==> src/sv/ltt_pkg.sv <==
`default_nettype none
// ----------------------------------------------------------------------------
// ltt_pkg
// Shared types, codes and the control store of the lottery ticket table.
// ----------------------------------------------------------------------------
package ltt_pkg;

	localparam int unsigned FUNC_W  = 2;
	localparam int unsigned PID_W   = 6;
	localparam int unsigned CLS_W   = 3;
	localparam int unsigned TIX_W   = 4;
	localparam int unsigned TOTAL_W = 10;
	localparam int unsigned CHG_W   = 7;

	localparam int unsigned PROCESS_COUNT = 64;

	localparam logic [TOTAL_W-1:0] TOTAL_MAX = 10'd1023;
	localparam logic [CHG_W-1:0]   CHG_MAX   = 7'd127;

	localparam logic [FUNC_W-1:0] FUNC_ADD     = 2'd0;
	localparam logic [FUNC_W-1:0] FUNC_REMOVE  = 2'd1;
	localparam logic [FUNC_W-1:0] FUNC_COMPACT = 2'd2;

	// sequencer steps
	localparam int unsigned STEP_W = 3;
	localparam logic [STEP_W-1:0] ST_CLR  = 3'd0;
	localparam logic [STEP_W-1:0] ST_IDLE = 3'd1;
	localparam logic [STEP_W-1:0] ST_DISP = 3'd2;
	localparam logic [STEP_W-1:0] ST_SCAN = 3'd3;
	localparam logic [STEP_W-1:0] ST_TSET = 3'd4;
	localparam logic [STEP_W-1:0] ST_TAIL = 3'd5;
	localparam logic [STEP_W-1:0] ST_FIN  = 3'd6;

	// jump conditions
	localparam int unsigned COND_W = 3;
	localparam logic [COND_W-1:0] C_ALWAYS   = 3'd0;
	localparam logic [COND_W-1:0] C_ACCEPT   = 3'd1;
	localparam logic [COND_W-1:0] C_KEND     = 3'd2;
	localparam logic [COND_W-1:0] C_SKIP     = 3'd3;
	localparam logic [COND_W-1:0] C_NOCMP    = 3'd4;
	localparam logic [COND_W-1:0] C_OUT_FREE = 3'd5;

	typedef struct packed {
		logic             used;
		logic [PID_W-1:0] owner;
	} slot_t;

	typedef struct packed {
		logic add;
		logic remove;
		logic compact;
	} opsel_t;

	typedef struct packed {
		logic              in_ready;
		logic              wr_zero;
		logic              rd;
		logic              eval;
		logic              k_zero;
		logic              k_dst;
		logic              cnt_clr;
		logic              load_out;
		logic              adv;
		logic [COND_W-1:0] cond;
		logic [STEP_W-1:0] target;
	} ctl_t;

	typedef struct packed {
		logic in_valid;
		logic kend;
		logic skip;
		logic nocmp;
		logic out_free;
	} stat_t;

	function automatic logic [TIX_W-1:0] tickets_of(input logic [CLS_W-1:0] cls);
		return 4'd8 - {1'b0, cls};
	endfunction

	// one control word per step: on a hit jump to target, else advance or hold
	function automatic ctl_t ucode_rom(input logic [STEP_W-1:0] step);
		ctl_t w;
		w = '0;
		unique case (step)
			ST_CLR: begin
				w.wr_zero = 1'b1;
				w.cond    = C_KEND;
				w.target  = ST_IDLE;
			end
			ST_IDLE: begin
				w.in_ready = 1'b1;
				w.k_zero   = 1'b1;
				w.cond     = C_ACCEPT;
				w.target   = ST_DISP;
			end
			ST_DISP: begin
				w.rd      = 1'b1;
				w.cnt_clr = 1'b1;
				w.adv     = 1'b1;
				w.cond    = C_SKIP;
				w.target  = ST_FIN;
			end
			ST_SCAN: begin
				w.eval   = 1'b1;
				w.rd     = 1'b1;
				w.cond   = C_KEND;
				w.target = ST_TSET;
			end
			ST_TSET: begin
				w.k_dst  = 1'b1;
				w.adv    = 1'b1;
				w.cond   = C_NOCMP;
				w.target = ST_FIN;
			end
			ST_TAIL: begin
				w.wr_zero = 1'b1;
				w.cond    = C_KEND;
				w.target  = ST_FIN;
			end
			ST_FIN: begin
				w.load_out = 1'b1;
				w.cond     = C_OUT_FREE;
				w.target   = ST_IDLE;
			end
			default: begin
				w.cond   = C_ALWAYS;
				w.target = ST_IDLE;
			end
		endcase
		return w;
	endfunction

endpackage
`default_nettype wire

==> src/sv/ltt_ram.sv <==
`default_nettype none
// ----------------------------------------------------------------------------
// ltt_ram
// Generic simple dual-port RAM, one write and one registered read port.
// ----------------------------------------------------------------------------
module ltt_ram #(
	parameter int unsigned WIDTH = 8,
	parameter int unsigned DEPTH = 64
) (
	input  wire logic                     clk,
	input  wire logic                     we,
	input  wire logic [$clog2(DEPTH)-1:0] waddr,
	input  wire logic [WIDTH-1:0]         wdata,
	input  wire logic [$clog2(DEPTH)-1:0] raddr,
	output logic      [WIDTH-1:0]         rdata
);

	logic [WIDTH-1:0] mem_q [DEPTH];

	always_ff @(posedge clk) begin
		if (we) begin
			mem_q[waddr] <= wdata;
		end
		rdata <= mem_q[raddr];
	end

endmodule
`default_nettype wire

==> src/sv/ltt_sequencer.sv <==
`default_nettype none
// ----------------------------------------------------------------------------
// ltt_sequencer
// Step counter over the control store, with conditional jumps.
// ----------------------------------------------------------------------------
module ltt_sequencer (
	input  wire logic          clk,
	input  wire logic          arst_n,
	input  wire ltt_pkg::stat_t stat,
	output ltt_pkg::ctl_t      ctl
);
	import ltt_pkg::*;

	logic [STEP_W-1:0] step_q;
	logic              hit;

	assign ctl = ucode_rom(step_q);

	always_comb begin
		unique case (ctl.cond)
			C_ALWAYS:   hit = 1'b1;
			C_ACCEPT:   hit = stat.in_valid;
			C_KEND:     hit = stat.kend;
			C_SKIP:     hit = stat.skip;
			C_NOCMP:    hit = stat.nocmp;
			C_OUT_FREE: hit = stat.out_free;
			default:    hit = 1'b0;
		endcase
	end

	always_ff @(posedge clk or negedge arst_n) begin
		if (!arst_n) begin
			step_q <= ST_CLR;
		end else if (hit) begin
			step_q <= ctl.target;
		end else if (ctl.adv) begin
			step_q <= step_q + STEP_W'(1);
		end
	end

endmodule
`default_nettype wire

==> src/sv/ltt_scan.sv <==
`default_nettype none
// ----------------------------------------------------------------------------
// ltt_scan
// Slot table datapath: slot RAM, scan pointer, compact pointer, change count.
// ----------------------------------------------------------------------------
module ltt_scan #(
	parameter int unsigned TICKET_SLOTS = 64
) (
	input  wire logic                         clk,
	input  wire logic                         arst_n,
	input  wire ltt_pkg::ctl_t                ctl,
	input  wire ltt_pkg::opsel_t              opsel,
	input  wire logic [ltt_pkg::PID_W-1:0]    pid,
	input  wire logic [ltt_pkg::TIX_W-1:0]    tix,
	output logic                              kend,
	output logic      [ltt_pkg::CHG_W-1:0]    chg
);
	import ltt_pkg::*;

	localparam int unsigned AW = $clog2(TICKET_SLOTS);
	localparam int unsigned KW = AW + 1;

	logic [KW-1:0]    k_q;
	logic [KW-1:0]    dst_q;
	logic [CHG_W-1:0] chg_q;
	logic [KW-1:0]    eval_k;
	slot_t            rd_slot;
	logic [$bits(slot_t)-1:0] rdata;
	logic             we;
	logic [AW-1:0]    waddr;
	slot_t            wdata;
	logic             below;
	logic             add_hit;
	logic             rem_hit;
	logic             occ;
	logic             mov_hit;

	ltt_ram #(
		.WIDTH ($bits(slot_t)),
		.DEPTH (TICKET_SLOTS)
	) u_slots (
		.clk   (clk),
		.we    (we),
		.waddr (waddr),
		.wdata (wdata),
		.raddr (k_q[AW-1:0]),
		.rdata (rdata)
	);

	assign rd_slot = slot_t'(rdata);
	assign kend    = (k_q == KW'(TICKET_SLOTS));
	// read data belongs to the slot addressed in the cycle before
	assign eval_k  = k_q - KW'(1);
	assign below   = (chg_q < CHG_W'(tix));
	assign add_hit = ctl.eval && opsel.add && !rd_slot.used && below;
	assign rem_hit = ctl.eval && opsel.remove && rd_slot.used &&
			(rd_slot.owner == pid) && below;
	assign occ     = ctl.eval && opsel.compact && rd_slot.used;
	assign mov_hit = occ && (eval_k != dst_q);
	assign chg     = chg_q;

	always_comb begin
		we    = 1'b0;
		waddr = k_q[AW-1:0];
		wdata = '0;
		if (ctl.wr_zero && !kend) begin
			we = 1'b1;
		end else if (add_hit) begin
			we          = 1'b1;
			waddr       = eval_k[AW-1:0];
			wdata.used  = 1'b1;
			wdata.owner = pid;
		end else if (rem_hit) begin
			we    = 1'b1;
			waddr = eval_k[AW-1:0];
		end else if (mov_hit) begin
			// source slot is cleared later by the tail sweep
			we    = 1'b1;
			waddr = dst_q[AW-1:0];
			wdata = rd_slot;
		end
	end

	always_ff @(posedge clk or negedge arst_n) begin
		if (!arst_n) begin
			k_q   <= '0;
			dst_q <= '0;
			chg_q <= '0;
		end else begin
			if (ctl.k_zero) begin
				k_q <= '0;
			end else if (ctl.k_dst) begin
				k_q <= dst_q;
			end else if (ctl.rd || (ctl.wr_zero && !kend)) begin
				k_q <= k_q + KW'(1);
			end

			if (ctl.cnt_clr) begin
				dst_q <= '0;
			end else if (occ) begin
				dst_q <= dst_q + KW'(1);
			end

			if (ctl.cnt_clr) begin
				chg_q <= '0;
			end else if (add_hit || rem_hit || (mov_hit && chg_q != CHG_MAX)) begin
				chg_q <= chg_q + CHG_W'(1);
			end
		end
	end

endmodule
`default_nettype wire

==> src/sv/lottery_ticket_table_core.sv <==
`default_nettype none
// ----------------------------------------------------------------------------
// lottery_ticket_table_core
// Ticket table of a lottery scheduler: add, remove and compact operations.
// ----------------------------------------------------------------------------
// One command word at a time walks the slot RAM, one slot per cycle, under a
// small microprogram. After reset a clearing pass over every slot runs before
// the first word is taken. Add, remove and compact each scan every slot before
// returning their result; compact then points the scan back at the compact
// pointer and sweeps from there to the end, which empties the tail. A command
// that does nothing (unused code, process out of range) skips the scan and
// goes straight to the result. The result sits in an output register, so the
// block goes back to idle while it waits to be taken.
module lottery_ticket_table_core #(
	parameter int unsigned TICKET_SLOTS = 64
) (
	input  wire logic        clk,
	input  wire logic        arst_n,
	input  wire logic        s_tvalid,
	output logic             s_tready,
	input  wire logic [15:0] s_tdata,  // func[1:0], proc_id[7:2], prio_class[10:8]
	output logic             m_tvalid,
	input  wire logic        m_tready,
	output logic      [23:0] m_tdata   // total_tickets[9:0], slots_changed[16:10]
);
	import ltt_pkg::*;

	ctl_t               ctl;
	stat_t              stat;
	opsel_t             opsel;
	logic [FUNC_W-1:0]  func_q;
	logic [PID_W-1:0]   pid_q;
	logic [TIX_W-1:0]   tix_q;
	logic               pid_ok;
	logic               kend;
	logic [CHG_W-1:0]   chg;
	logic [TOTAL_W-1:0] total_q;
	logic [TOTAL_W-1:0] total_nx;
	logic [TOTAL_W:0]   sum;
	logic               out_valid_q;
	logic [TOTAL_W-1:0] out_total_q;
	logic [CHG_W-1:0]   out_chg_q;
	logic               out_free;
	logic               load;

	ltt_sequencer u_seq (
		.clk    (clk),
		.arst_n (arst_n),
		.stat   (stat),
		.ctl    (ctl)
	);

	ltt_scan #(
		.TICKET_SLOTS (TICKET_SLOTS)
	) u_scan (
		.clk    (clk),
		.arst_n (arst_n),
		.ctl    (ctl),
		.opsel  (opsel),
		.pid    (pid_q),
		.tix    (tix_q),
		.kend   (kend),
		.chg    (chg)
	);

	assign s_tready = ctl.in_ready;

	assign pid_ok        = (32'(pid_q) < PROCESS_COUNT);
	assign opsel.add     = (func_q == FUNC_ADD) && pid_ok;
	assign opsel.remove  = (func_q == FUNC_REMOVE) && pid_ok;
	assign opsel.compact = (func_q == FUNC_COMPACT);

	assign out_free = !out_valid_q || m_tready;
	assign load     = ctl.load_out && out_free;

	assign stat.in_valid = s_tvalid;
	assign stat.kend     = kend;
	assign stat.skip     = !(opsel.add || opsel.remove || opsel.compact);
	assign stat.nocmp    = !opsel.compact;
	assign stat.out_free = out_free;

	always_comb begin
		sum      = {1'b0, total_q} + (TOTAL_W + 1)'(tix_q);
		total_nx = total_q;
		if (opsel.add) begin
			total_nx = sum[TOTAL_W] ? TOTAL_MAX : sum[TOTAL_W-1:0];
		end else if (opsel.remove) begin
			total_nx = (total_q > TOTAL_W'(tix_q)) ? total_q - TOTAL_W'(tix_q) : '0;
		end
	end

	always_ff @(posedge clk) begin
		if (s_tvalid && s_tready) begin
			func_q <= s_tdata[1:0];
			pid_q  <= s_tdata[7:2];
			tix_q  <= tickets_of(s_tdata[10:8]);
		end
		if (load) begin
			out_total_q <= total_nx;
			out_chg_q   <= chg;
		end
	end

	always_ff @(posedge clk or negedge arst_n) begin
		if (!arst_n) begin
			total_q     <= '0;
			out_valid_q <= 1'b0;
		end else begin
			if (load) begin
				total_q     <= total_nx;
				out_valid_q <= 1'b1;
			end else if (m_tready) begin
				out_valid_q <= 1'b0;
			end
		end
	end

	assign m_tvalid = out_valid_q;
	assign m_tdata  = {7'd0, out_chg_q, out_total_q};

endmodule
`default_nettype wire
==> config.mk <==
export PLATFORM = sky130hd
export DESIGN_NAME = lottery_ticket_table_core
export DESIGN_NICKNAME = d
export VERILOG_FILES = /design/src/sv/ltt_pkg.sv /design/src/sv/ltt_ram.sv /design/src/sv/ltt_sequencer.sv /design/src/sv/ltt_scan.sv /design/src/sv/lottery_ticket_table_core.sv
export SDC_FILE = /design/constraint.sdc
export NUM_CORES = 1
export LEC_CHECK = 0
export BUFFER_PORTS_ARGS = -buffer_cell sky130_fd_sc_hd__buf_2
export CORE_MARGIN = 1
export CORE_UTILIZATION = 56
export CTS_BUF_LIST = sky130_fd_sc_hd__clkbuf_16
export CTS_CLUSTER_DIAMETER = 120
export CTS_CLUSTER_SIZE = 20
export DETAILED_ROUTE_END_ITERATION = 10
export PLACE_DENSITY = 0.75
export SETUP_SLACK_MARGIN = 0.02
export SLEW_MARGIN = 20
export SYNTH_ARGS = -nofsm -noshare
export SYNTH_HDL_FRONTEND = slang
export SYNTH_SLANG_ARGS = --single-unit
==> constraint.sdc <==
create_clock -name clk -period 4.8 [get_ports clk]
set_input_delay 0.24 -clock clk [delete_from_list [all_inputs] [get_ports clk]]
set_output_delay 0.24 -clock clk [all_outputs]
set_load 0.02 [all_outputs]
==> results.cfg, run 1 <==
[route]
num_vias = 12100
via_per_inst = 6.35
dr.pass1.iters = 5
ant_nets = 0
drt_iter0_markers = 1230
route.detailed.wl_per_inst_um = 24.8
drt-total-wl_um = 47300
drc_errors = 0

[yosys]
yosys.area.top_type_share_pct = 64.8
avgSynthCellArea_um2 = 16.7
seq_area_frac_synth_pct = 69.4
synth_most_common_cell = edfxtp_1
synth_area_leader_cell = edfxtp_1
yosys_warnings = 0
syn_inst = 1321
synth_area_um2 = 22100
async_flop_share_pct = 6.74
ys_ff_latch = 519
synthTopCellsByArea = edfxtp_1 (65%), mux4_2 (11%), dfrtp_1 (4.0%)
synth_commonest_cells = edfxtp_1 (477), nor2_1 (136), mux4_2 (104)
yosysUniqueCellTypes = 80
synth_edf_count = 477
synth-main-ff-cell = edfxtp_1

[timing]
setup_ws_ns = 0.507
maxSlewViolCount = 0
hold_violations = 0
fmax_mhz = 233
rsz0062_at_grt = no
setup_viol = 0
slew_headroom_pct = 30.7
skew_ns = 0.0128
post-route-period-util_pct = 89.4
worstMarginPinSlew_ns = 1.04
period_minus_slack_ns = 4.29
setup_tns_ns = 0

[global_route]
grt_use_total_pct = 23.8
grt_max_degree = 65
grt_pass1_vias = 11900
overflow = 0
grt_pass1_wl_um = 72400
antenna_found_initial = 0

[floorplanning]
core.rowCount = 72
die_area_um2 = 40300
start_util_pct = 56.9
dieWidth_um = 201
io_pins = 46
die_y_um = 201
core_area_um2 = 38800

[critical_path]
r2r_end = u_scan.u_slots.mem_q[33][5]
r2r_setup_slack_ns = 0.51
cp.required_ns = 5.03
crit_buf_inv = 1
timing.rr.start = u_scan.k_q[1]
crit_path_cell_trace = inv_1 > ha_1 > nor3b_2 > nor2_1 > a211oi_2 > a31o_2 > nor2_1 > nor3_2 > nand2_1 > nor2_1
reg2reg_depth = 10
worstSetupStartpointType = register
cp_top_family = simple AND/OR/NAND/NOR gates
max_stage_delay_ns = 0.66
path_max_fanout = 8
slowest_stage = nor2_1
path_common_cell = nor2_1
worst-endpoint-arrival_ns = 4.52
cp-end-kind = register
critPathKind = reg -> reg

[clocking]
cts_tree = built
clock_latency_ns = 0.60
clk_path_buf_depth = 3
root_buffer = clkbuf_16
clkSinkCount = 519
h-tree-depth = 1
cts.clk_slew.worst_paths_ns = 0.09
numCtsBuffers = 29

[power_and_ir_drop]
powerDensity_nw_per_um2 = 520
finalPower_mw = 12.5
p_leak_nw = 7.79
irDropWorstVdd_mv = 0.351

[place]
port_buffers = 33
dp_hpwl_um = 29700
routabilityCongestion = 0.870
dp_slack_ns = 0.611
placedCellCount = 1850

[final_layout]
layout-drive-gt1-share_pct = 19.5
nFillCells = 2722
num_antenna_cells = 0
area_delta_synth_final_pct = 8.68
finalNonFillerCells = 1906
final_nets = 1423

[job]
drv_cap = 0

[outcome]
status = finished, final reports clean

[hold_path]
holdCritPathClass = in -> async
per-layer routing:
| layer | wire (um) | vias up | part of all wire, % | track usage (%) |
|---|---|---|---|---|
| li1 | - | 5286 | - | - |
| met1 | 19600 | 6213 | 41 | 35.0 |
| met2 | 22900 | 529 | 48 | 38.4 |
| met3 | 3510 | 72 | 7.4 | 2.68 |
| met4 | 1260 | 0 | 2.7 | 6.32 |
| met5 | 0 | - | 0 | 0 |
how the worst max path moves through the flow:
stage,to,slack (ns),from,cells past startpoint
2_1_floorplan,u_scan.u_slots.mem_q[0][0],0.22,u_scan.k_q[0],12
3_3_place_gp,u_scan.u_slots.mem_q[38][0],0.70,u_scan.k_q[0],10
3_5_place_dp,u_scan.u_slots.mem_q[38][0],0.61,u_scan.k_q[0],10
4_1_cts,u_scan.u_slots.mem_q[38][2],0.57,u_scan.k_q[1],10
5_1_grt,u_scan.u_slots.mem_q[38][2],0.29,u_scan.k_q[1],10
6_report,u_scan.u_slots.mem_q[33][5],0.51,u_scan.k_q[1],10
flip-flops by register name, indices dropped and copies added, names as in the netlist, 3 cells and up:
signal / count
total_q: 10
u_scan.k_q: 7
u_scan.u_slots.mem_q: 448
out_total_q: 10
u_scan.dst_q: 7
out_chg_q: 7
u_seq.step_q: 3
u_scan.u_slots.rdata: 7
tix_q: 4
pid_q: 6
u_scan.chg: 7
area by class of cell:
| cell class | instances | area (um2) | area share (%) |
|---|---|---|---|
| flip-flops and latches | 519 | 15300 | 63.9 |
| inverters | 24 | 90.1 | 0.375 |
| clock buffers | 29 | 726 | 3.02 |
| clock inverters | 12 | 61.3 | 0.255 |
| multi-input cells | 710 | 6440 | 26.8 |
| well taps | 518 | 648 | 2.70 |
| repair buffers | 94 | 716 | 2.98 |
cells by family (layout without fill, tap and decap cells):
| logic type | after synthesis | count (layout) | share of synthesized area, % |
|---|---|---|---|
| DFF | 519 | 519 | 69.4 |
| and+or+nand+nor | 289 | 289 | 6.17 |
| AOI/OAI and AO/OA | 185 | 185 | 5.94 |
| muxes | 173 | 173 | 13.8 |
| buffers and inverters | 98 | 159 | 1.92 |
| xor gates and xnor gates | 31 | 31 | 1.31 |
| adders and majority gates | 25 | 25 | 1.48 |
| other | 1 | 7 | 0.0170 |
placed cells by master, fill, tap and decap left out, types with 4 or more instances in the layout:
| cell type | synthesis | final |
|---|---|---|
| mux2i_1 | 60 | 60 |
| o221ai_1 | 13 | 13 |
| ha_1 | 23 | 23 |
| or3_1 | 5 | 5 |
| inv_1 | 24 | 35 |
| nor3_1 | 33 | 33 |
| nor2_4 | 1 | 8 |
| dlygate4sd3_1 | 0 | 14 |
| nand2b_1 | 13 | 13 |
| xor2_1 | 11 | 11 |
| xnor2_1 | 19 | 19 |
| o22ai_1 | 15 | 15 |
| and2_1 | 4 | 4 |
| a22oi_1 | 9 | 9 |
| nor2b_1 | 7 | 5 |
| and3_1 | 7 | 7 |
| dfrtp_1 | 35 | 31 |
| or2_2 | 4 | 4 |
| edfxtp_1 | 477 | 477 |
| nand4_1 | 4 | 4 |
| a221o_1 | 4 | 4 |
| dfxtp_1 | 7 | 7 |
| a31oi_1 | 5 | 4 |
| o21ai_0 | 38 | 38 |
| mux4_2 | 104 | 104 |
| buf_4 | 9 | 43 |
| a211oi_1 | 8 | 8 |
| conb_1 | 1 | 7 |
| nand2_1 | 46 | 46 |
| nor2_1 | 136 | 129 |
| nand3_1 | 7 | 7 |
| nand3_2 | 8 | 8 |
| a21oi_1 | 45 | 45 |
| buf_2 | 19 | 33 |
| mux2_2 | 9 | 9 |
| clkbuf_16 | 0 | 29 |
metrics by stage:
stage	hold WS, ns	cell area, um2	util (%)
final	0.284	24000	61.9
after global routing	0.333	24000	61.9
after CTS	0.300	24000	61.8
after detailed placement	0.408	23100	59.4
after global placement	0.404	23100	59.4
after floorplan	-0.0556	22100	-
where the power goes:
group	total, mW	leakage [nW]	switching (mW)	internal (mW)
sequential	5.51	4.72	0.224	5.29
combinational	4.53	2.65	2.67	1.86
clock	2.46	0.426	1.37	1.09
what timing repair did:
| action | in CTS | in global routing |
|---|---|---|
| gates resized for setup | 0 | 0 |
| hold endpoints to repair | 47 | 0 |
| setup buffers | 0 | 0 |
| hold buffers | 14 | 0 |
(Power assumes the default switching activity.)
==> run 2: changes to the inputs <==
CORE_UTILIZATION = 35   (was 56)
PLACE_DENSITY = not set   (was 0.75)
==> run 2 against run 1 <==
- non-clock buffer count up 31
- fmax rose by 4.9%
- combinational power about the same
- core utilization shrank 22 points
- first-iteration DRC count is 13% lower
- sequential share of layout area is 1.6 points lower
- final area up 2.6%
- clock power about the same
- register-to-register slack improved by 0.20 ns
- die area increased by 59%
- critical endpoint is now u_scan.u_slots.mem_q[19][6]
- highest routed layer unchanged
==> results.cfg, run 2 (same netlist as run 1, synthesis figures left out) <==
[timing]
hold_violations = 0
worstMarginPinSlew_ns = 0.895
maxSlewViolCount = 0
slew_headroom_pct = 40.0
fmax_mhz = 244
setup_viol = 0
skew_ns = 0.0153
post-route-period-util_pct = 85.3
period_minus_slack_ns = 4.09
setup_tns_ns = 0
rsz0062_at_grt = no

[place]
dp_hpwl_um = 30700
routabilityCongestion = 0.868
port_buffers = 33
placedCellCount = 2201

[clocking]
cts.clk_slew.worst_paths_ns = 0.10
numCtsBuffers = 29
h-tree-depth = 1
clkSinkCount = 519
post-cts-setup-buffers = 0
clk_path_buf_depth = 3
root_buffer = clkbuf_16
cts_tree = built
clock_latency_ns = 0.62

[final_layout]
regMostFlops = u_scan.u_slots.mem_q
num_antenna_cells = 0
post-route-util_pct = 39.7
multi_input_area_um2 = 6440
final_nets = 1454
layout-drive-gt1-share_pct = 21.2
final_cell_mix = edfxtp_1 (477), nor2_1 (129), mux4_2 (104)
final_common_cell = edfxtp_1
finalNonFillerCells = 2256
largest_reg_flops = 448
nFillCells = 5636
reg_top3 = u_scan.u_slots.mem_q (448), out_total_q (10), total_q (10)
seq_area_um2 = 15300
area_delta_synth_final_pct = 11.5

[critical_path]
cp.required_ns = 5.04
path_max_fanout = 7
r2r_setup_slack_ns = 0.71
reg2reg_depth = 10
worstSetupEndpoint = u_scan.u_slots.mem_q[19][6]
cp-end-kind = register
slowest_stage = nor2_1
setup.worst_path.start = u_seq.step_q[0]
timing.rr.start = u_seq.step_q[0]
worstSetupStartpointType = register
max_stage_delay_ns = 0.63
r2r_end = u_scan.u_slots.mem_q[19][6]
crit_path_cell_trace = ha_1 > ha_1 > nand2_1 > or4_1 > o21a_1 > nor2_4 > o21ai_4 > a221oi_4 > nand3_2 > nor2_1
critPathKind = reg -> reg
path_common_cell = ha_1
worst-endpoint-arrival_ns = 4.34

[global_route]
grt_pass1_vias = 11900
grt_max_degree = 103
antenna_found_initial = 0
grt_pass1_wl_um = 73800
overflow = 0
grt_use_total_pct = 15.2

[floorplanning]
dieWidth_um = 253
core_area_um2 = 62100
core.rowCount = 91
start_util_pct = 35.6
die_y_um = 253
die_area_um2 = 64200
io_pins = 46

[outcome]
status = finished, final reports clean

[route]
drt_iter0_markers = 1065
drc_errors = 0
drt-total-wl_um = 48200
route.detailed.wl_per_inst_um = 21.4
ant_nets = 0
dr.pass1.iters = 5
num_vias = 11800
via_per_inst = 5.25

[power_and_ir_drop]
irDropWorstVdd_mv = 0.572
p_leak_nw = 7.96
powerDensity_nw_per_um2 = 508

[job]
drv_cap = 0

[hold_path]
holdCritPathClass = in -> async
[run 2: worst max-delay path: cells and delay by family, from the launching register on]
kind	cells	cell delay (ns)
DFF	1	0.45
AOI/OAI and AO/OA	3	0.87
and+or+nand+nor	5	1.94
adders and majority gates	2	0.45
[run 2: per-layer routing]
metal	vias up	wire length, um	track usage, %
met5	-	0	0
met4	0	1360	4.19
met3	76	2530	2.48
met2	325	23000	24.5
met1	6085	21400	21.2
li1	5347	-	-
[run 2: timing repair]
action | 4_1_cts | 5_1_grt
hold endpoints to repair | 48 | 0
hold buffers | 14 | 0
resized for setup | 0 | 0
[run 2: how the worst min path moves through the flow]
| stage | slack, ns | to | cells after the start |
|---|---|---|---|
| floorplan | -0.06 | m_tvalid | 0 |
| global placement | 0.38 | total_q[9] | 1 |
| detailed placement | 0.40 | total_q[9] | 1 |
| CTS | 0.28 | u_seq.step_q[2] | 2 |
| global route | 0.33 | u_scan.dst_q[0] | 2 |
| finish | 0.27 | u_scan.dst_q[0] | 2 |
[run 2: where the power goes]
part	internal, mW	switching (mW)
Clock	1.09	1.40
Combinational	1.86	2.64
Sequential	5.29	0.244
Total	8.24	4.28
[run 2: stage by stage]
step	hold slack [ns]	setup slack [ns]	power, mW	cell area (um2)
6_report	0.274	0.707	12.5	24700
5_1_grt	0.331	0.401	13.1	24700
4_1_cts	0.284	0.661	12.6	24600
3_5_place_dp	0.405	0.692	10.1	23700
3_3_place_gp	0.378	0.839	10.1	23700
2_1_floorplan	-0.0556	0.225	8.83	22100
[run 2: area by class of cell]
type | count | area share, %
Timing Repair Buffer | 125 | 3.82
Tap cell | 837 | 4.25
Clock buffer | 29 | 2.94
Sequential cell | 519 | 62.3
Inverter | 24 | 0.365
Clock inverter | 12 | 0.249
Multi-Input combinational cell | 710 | 26.1
==> run 3: changes to the inputs <==
ABC_AREA = 1   (was not set)
SYNTH_HIERARCHICAL = 1   (was not set)
clock period = 5 ns   (was 4.8 ns; I/O delays follow)
==> run 3 against run 2 <==
- worst setup slack improved by 0.37 ns
- synthesized cell count grew 70%
- clock-buffer cell count grew 1
- non-clock buffer count rose by 12
- critical path type unchanged
- largest power group is now combinational cells
==> results.cfg, run 3 <==
[floorplanning]
dieWidth_um = 261
core.rowCount = 94
core_area_um2 = 66100
die_area_um2 = 68200
start_util_pct = 35.6
io_pins = 46
die_y_um = 261

[power_and_ir_drop]
internal-power_mw = 7.73
p_clk_share_pct = 18.4
p_switching_mw = 5.74
p_leak_nw = 10.1
switching_share_pct = 42.6
irDropWorstVdd_mv = 0.389
finalPower_mw = 13.5
combPwrFrac_pct = 41.4
p_seq_share_pct = 40.2
powerDensity_nw_per_um2 = 522

[critical_path]
reg2reg_depth = 16
cp-end-kind = register
path_max_fanout = 35
path_common_cell = nand3_1
critPathKind = reg -> reg
slowest_stage = dfrtp_4
cp.required_ns = 5.34
worstSetupStartpointType = register
cp_top_family = simple AND/OR/NAND/NOR gates
max_stage_delay_ns = 0.67
r2r_end = u_scan/u_slots/mem_q[32][2]
timing.rr.start = u_scan/k_q[0]
r2r_setup_slack_ns = 1.07
worst-endpoint-arrival_ns = 4.26
crit_path_cell_trace = inv_2 > ha_1 > nand2_1 > inv_1 > nor2_1 > nand2_1 > nor2_2 > nand3_2 > nor2_4 > nand2_8 > nand3_1 > nand3_1 > a21oi_1 > nand3_1 > nor2_1 > buf_4
crit_buf_inv = 3

[place]
port_buffers = 33
dpl_cell_area_um2 = 24800
routabilityCongestion = 0.898
dp_hpwl_um = 34900
placedCellCount = 3118

[hold_path]
hold_depth = 7
hp-start = s_tvalid
holdCritPathClass = in -> reg
whs_endpoint = u_seq/step_q[0]

[clocking]
post-cts-setup-buffers = 0
clk_path_buf_depth = 3
cts_tree = built
cts.hold.buffers_added = 14
clock_latency_ns = 0.62
root_buffer = clkbuf_16
cts.clk_slew.worst_paths_ns = 0.09
cts_resized = 0
h-tree-depth = 1
numCtsBuffers = 30
clkSinkCount = 519

[timing]
slew_headroom_pct = 37.4
hold_violations = 0
worstMarginPinSlew_ns = 0.933
post-route-period-util_pct = 78.5
rsz0062_at_grt = no
setup_tns_ns = 0
fmax_mhz = 255
skew_ns = 0.0211
maxSlewViolCount = 0
setup_viol = 0
period_minus_slack_ns = 3.93

[global_route]
grt_use_total_pct = 16.7
grt_pass1_vias = 15600
antenna_found_initial = 0
grt_max_degree = 150
overflow = 0
grt_pass1_wl_um = 89000

[route]
route.detailed.wl_per_inst_um = 18.0
wl_met1_um = 24900
dr.pass1.iters = 8
drc_errors = 0
top_layer = met4
dr_wl_met2_um = 27400
ant_nets = 0
via_per_inst = 5.07
drt_iter0_markers = 1641
drt-total-wl_um = 57000
dr_wl_met3_um = 3100
num_vias = 16100

[final_layout]
layout-drive-gt1-share_pct = 10.7
num_antenna_cells = 0
final_cell_mix = nand2_1 (748), edfxtp_1 (477), nand3_1 (455)
seq_area_um2 = 15300
multi_input_area_um2 = 7180
area_delta_synth_final_pct = 9.84
largest_reg_flops = 448
final_area_um2 = 25800
reg_top3 = u_scan/u_slots/mem_q (448), out_total_q (10), total_q (10)
finalNonFillerCells = 3176
regMostFlops = u_scan/u_slots/mem_q
final_nets = 2345
nFillCells = 6374
final_common_cell = nand2_1

[yosys]
syn_inst = 2241
avgSynthCellArea_um2 = 10.5
yosys_warnings = 6
synth_area_um2 = 23500

[outcome]
status = finished, final reports clean

[job]
drv_cap = 0
[run 3: cell count changes in the layout (fill, tap and decap cells not counted), moves of 39 or more]
cell     delta
nand2_1   +702
nand3_1   +448
mux4_2    -104
mux2i_1    -60
inv_1      +53
nor2_1     -39
[run 3: cell type report]
type | instances | share of cell area, %
sequential | 519 | 59.5
multi-input combinational | 1513 | 27.8
tap | 864 | 4.19
timing repair buffer | 137 | 3.85
clock buffer | 30 | 2.91
inverter | 99 | 1.50
clock inverter | 14 | 0.305
[run 3: metrics by stage]
| step | util, % | worst slack (ns) | hold WS, ns |
|---|---|---|---|
| 2_1_floorplan | - | 1.51 | -0.0456 |
| 3_3_place_gp | 37.6 | 1.04 | 0.422 |
| 3_5_place_dp | 37.6 | 1.12 | 0.429 |
| 4_1_cts | 39.1 | 1.09 | 0.211 |
| 5_1_grt | 39.1 | 0.787 | 0.262 |
| 6_report | 39.1 | 1.07 | 0.246 |
[run 3: how the worst max path moves through the flow]
stage	startpoint	endpoint	slack, ns	cells past startpoint
2_1_floorplan	u_scan/k_q[1]	u_scan/u_slots/mem_q[50][0]	1.51	18
3_3_place_gp	u_scan/k_q[0]	u_scan/u_slots/mem_q[0][4]	1.04	17
3_5_place_dp	u_scan/k_q[0]	u_scan/u_slots/mem_q[0][5]	1.12	17
4_1_cts	u_scan/k_q[0]	u_scan/u_slots/mem_q[34][0]	1.09	16
5_1_grt	u_scan/k_q[0]	u_scan/u_slots/mem_q[52][0]	0.79	15
6_report	u_scan/k_q[0]	u_scan/u_slots/mem_q[32][2]	1.07	16
[run 3: power groups by stage]
stage / sequential [mW] / clock, mW / combinational, mW
2_1_floorplan: 5.41 / 0 / 4.05
3_3_place_gp: 5.51 / 0 / 5.44
3_5_place_dp: 5.51 / 0 / 5.53
4_1_cts: 5.42 / 2.53 / 5.55
5_1_grt: 5.46 / 2.66 / 6.20
6_report: 5.42 / 2.47 / 5.58
[run 3: routing by layer]
layer  track usage, %  up-vias
li1                 -     7774
met1             22.5     7776
met2             28.3      465
met3             1.80       91
met4             5.20        0
met5                0        -
[run 3: worst register-to-register path, delay by kind of cell, from the launching register on]
family	cells	cell delay, ns
compound gates	1	0.51
flops	1	0.67
simple gates	11	1.72
buf+inv	3	0.39
fa+ha+maj	1	0.37
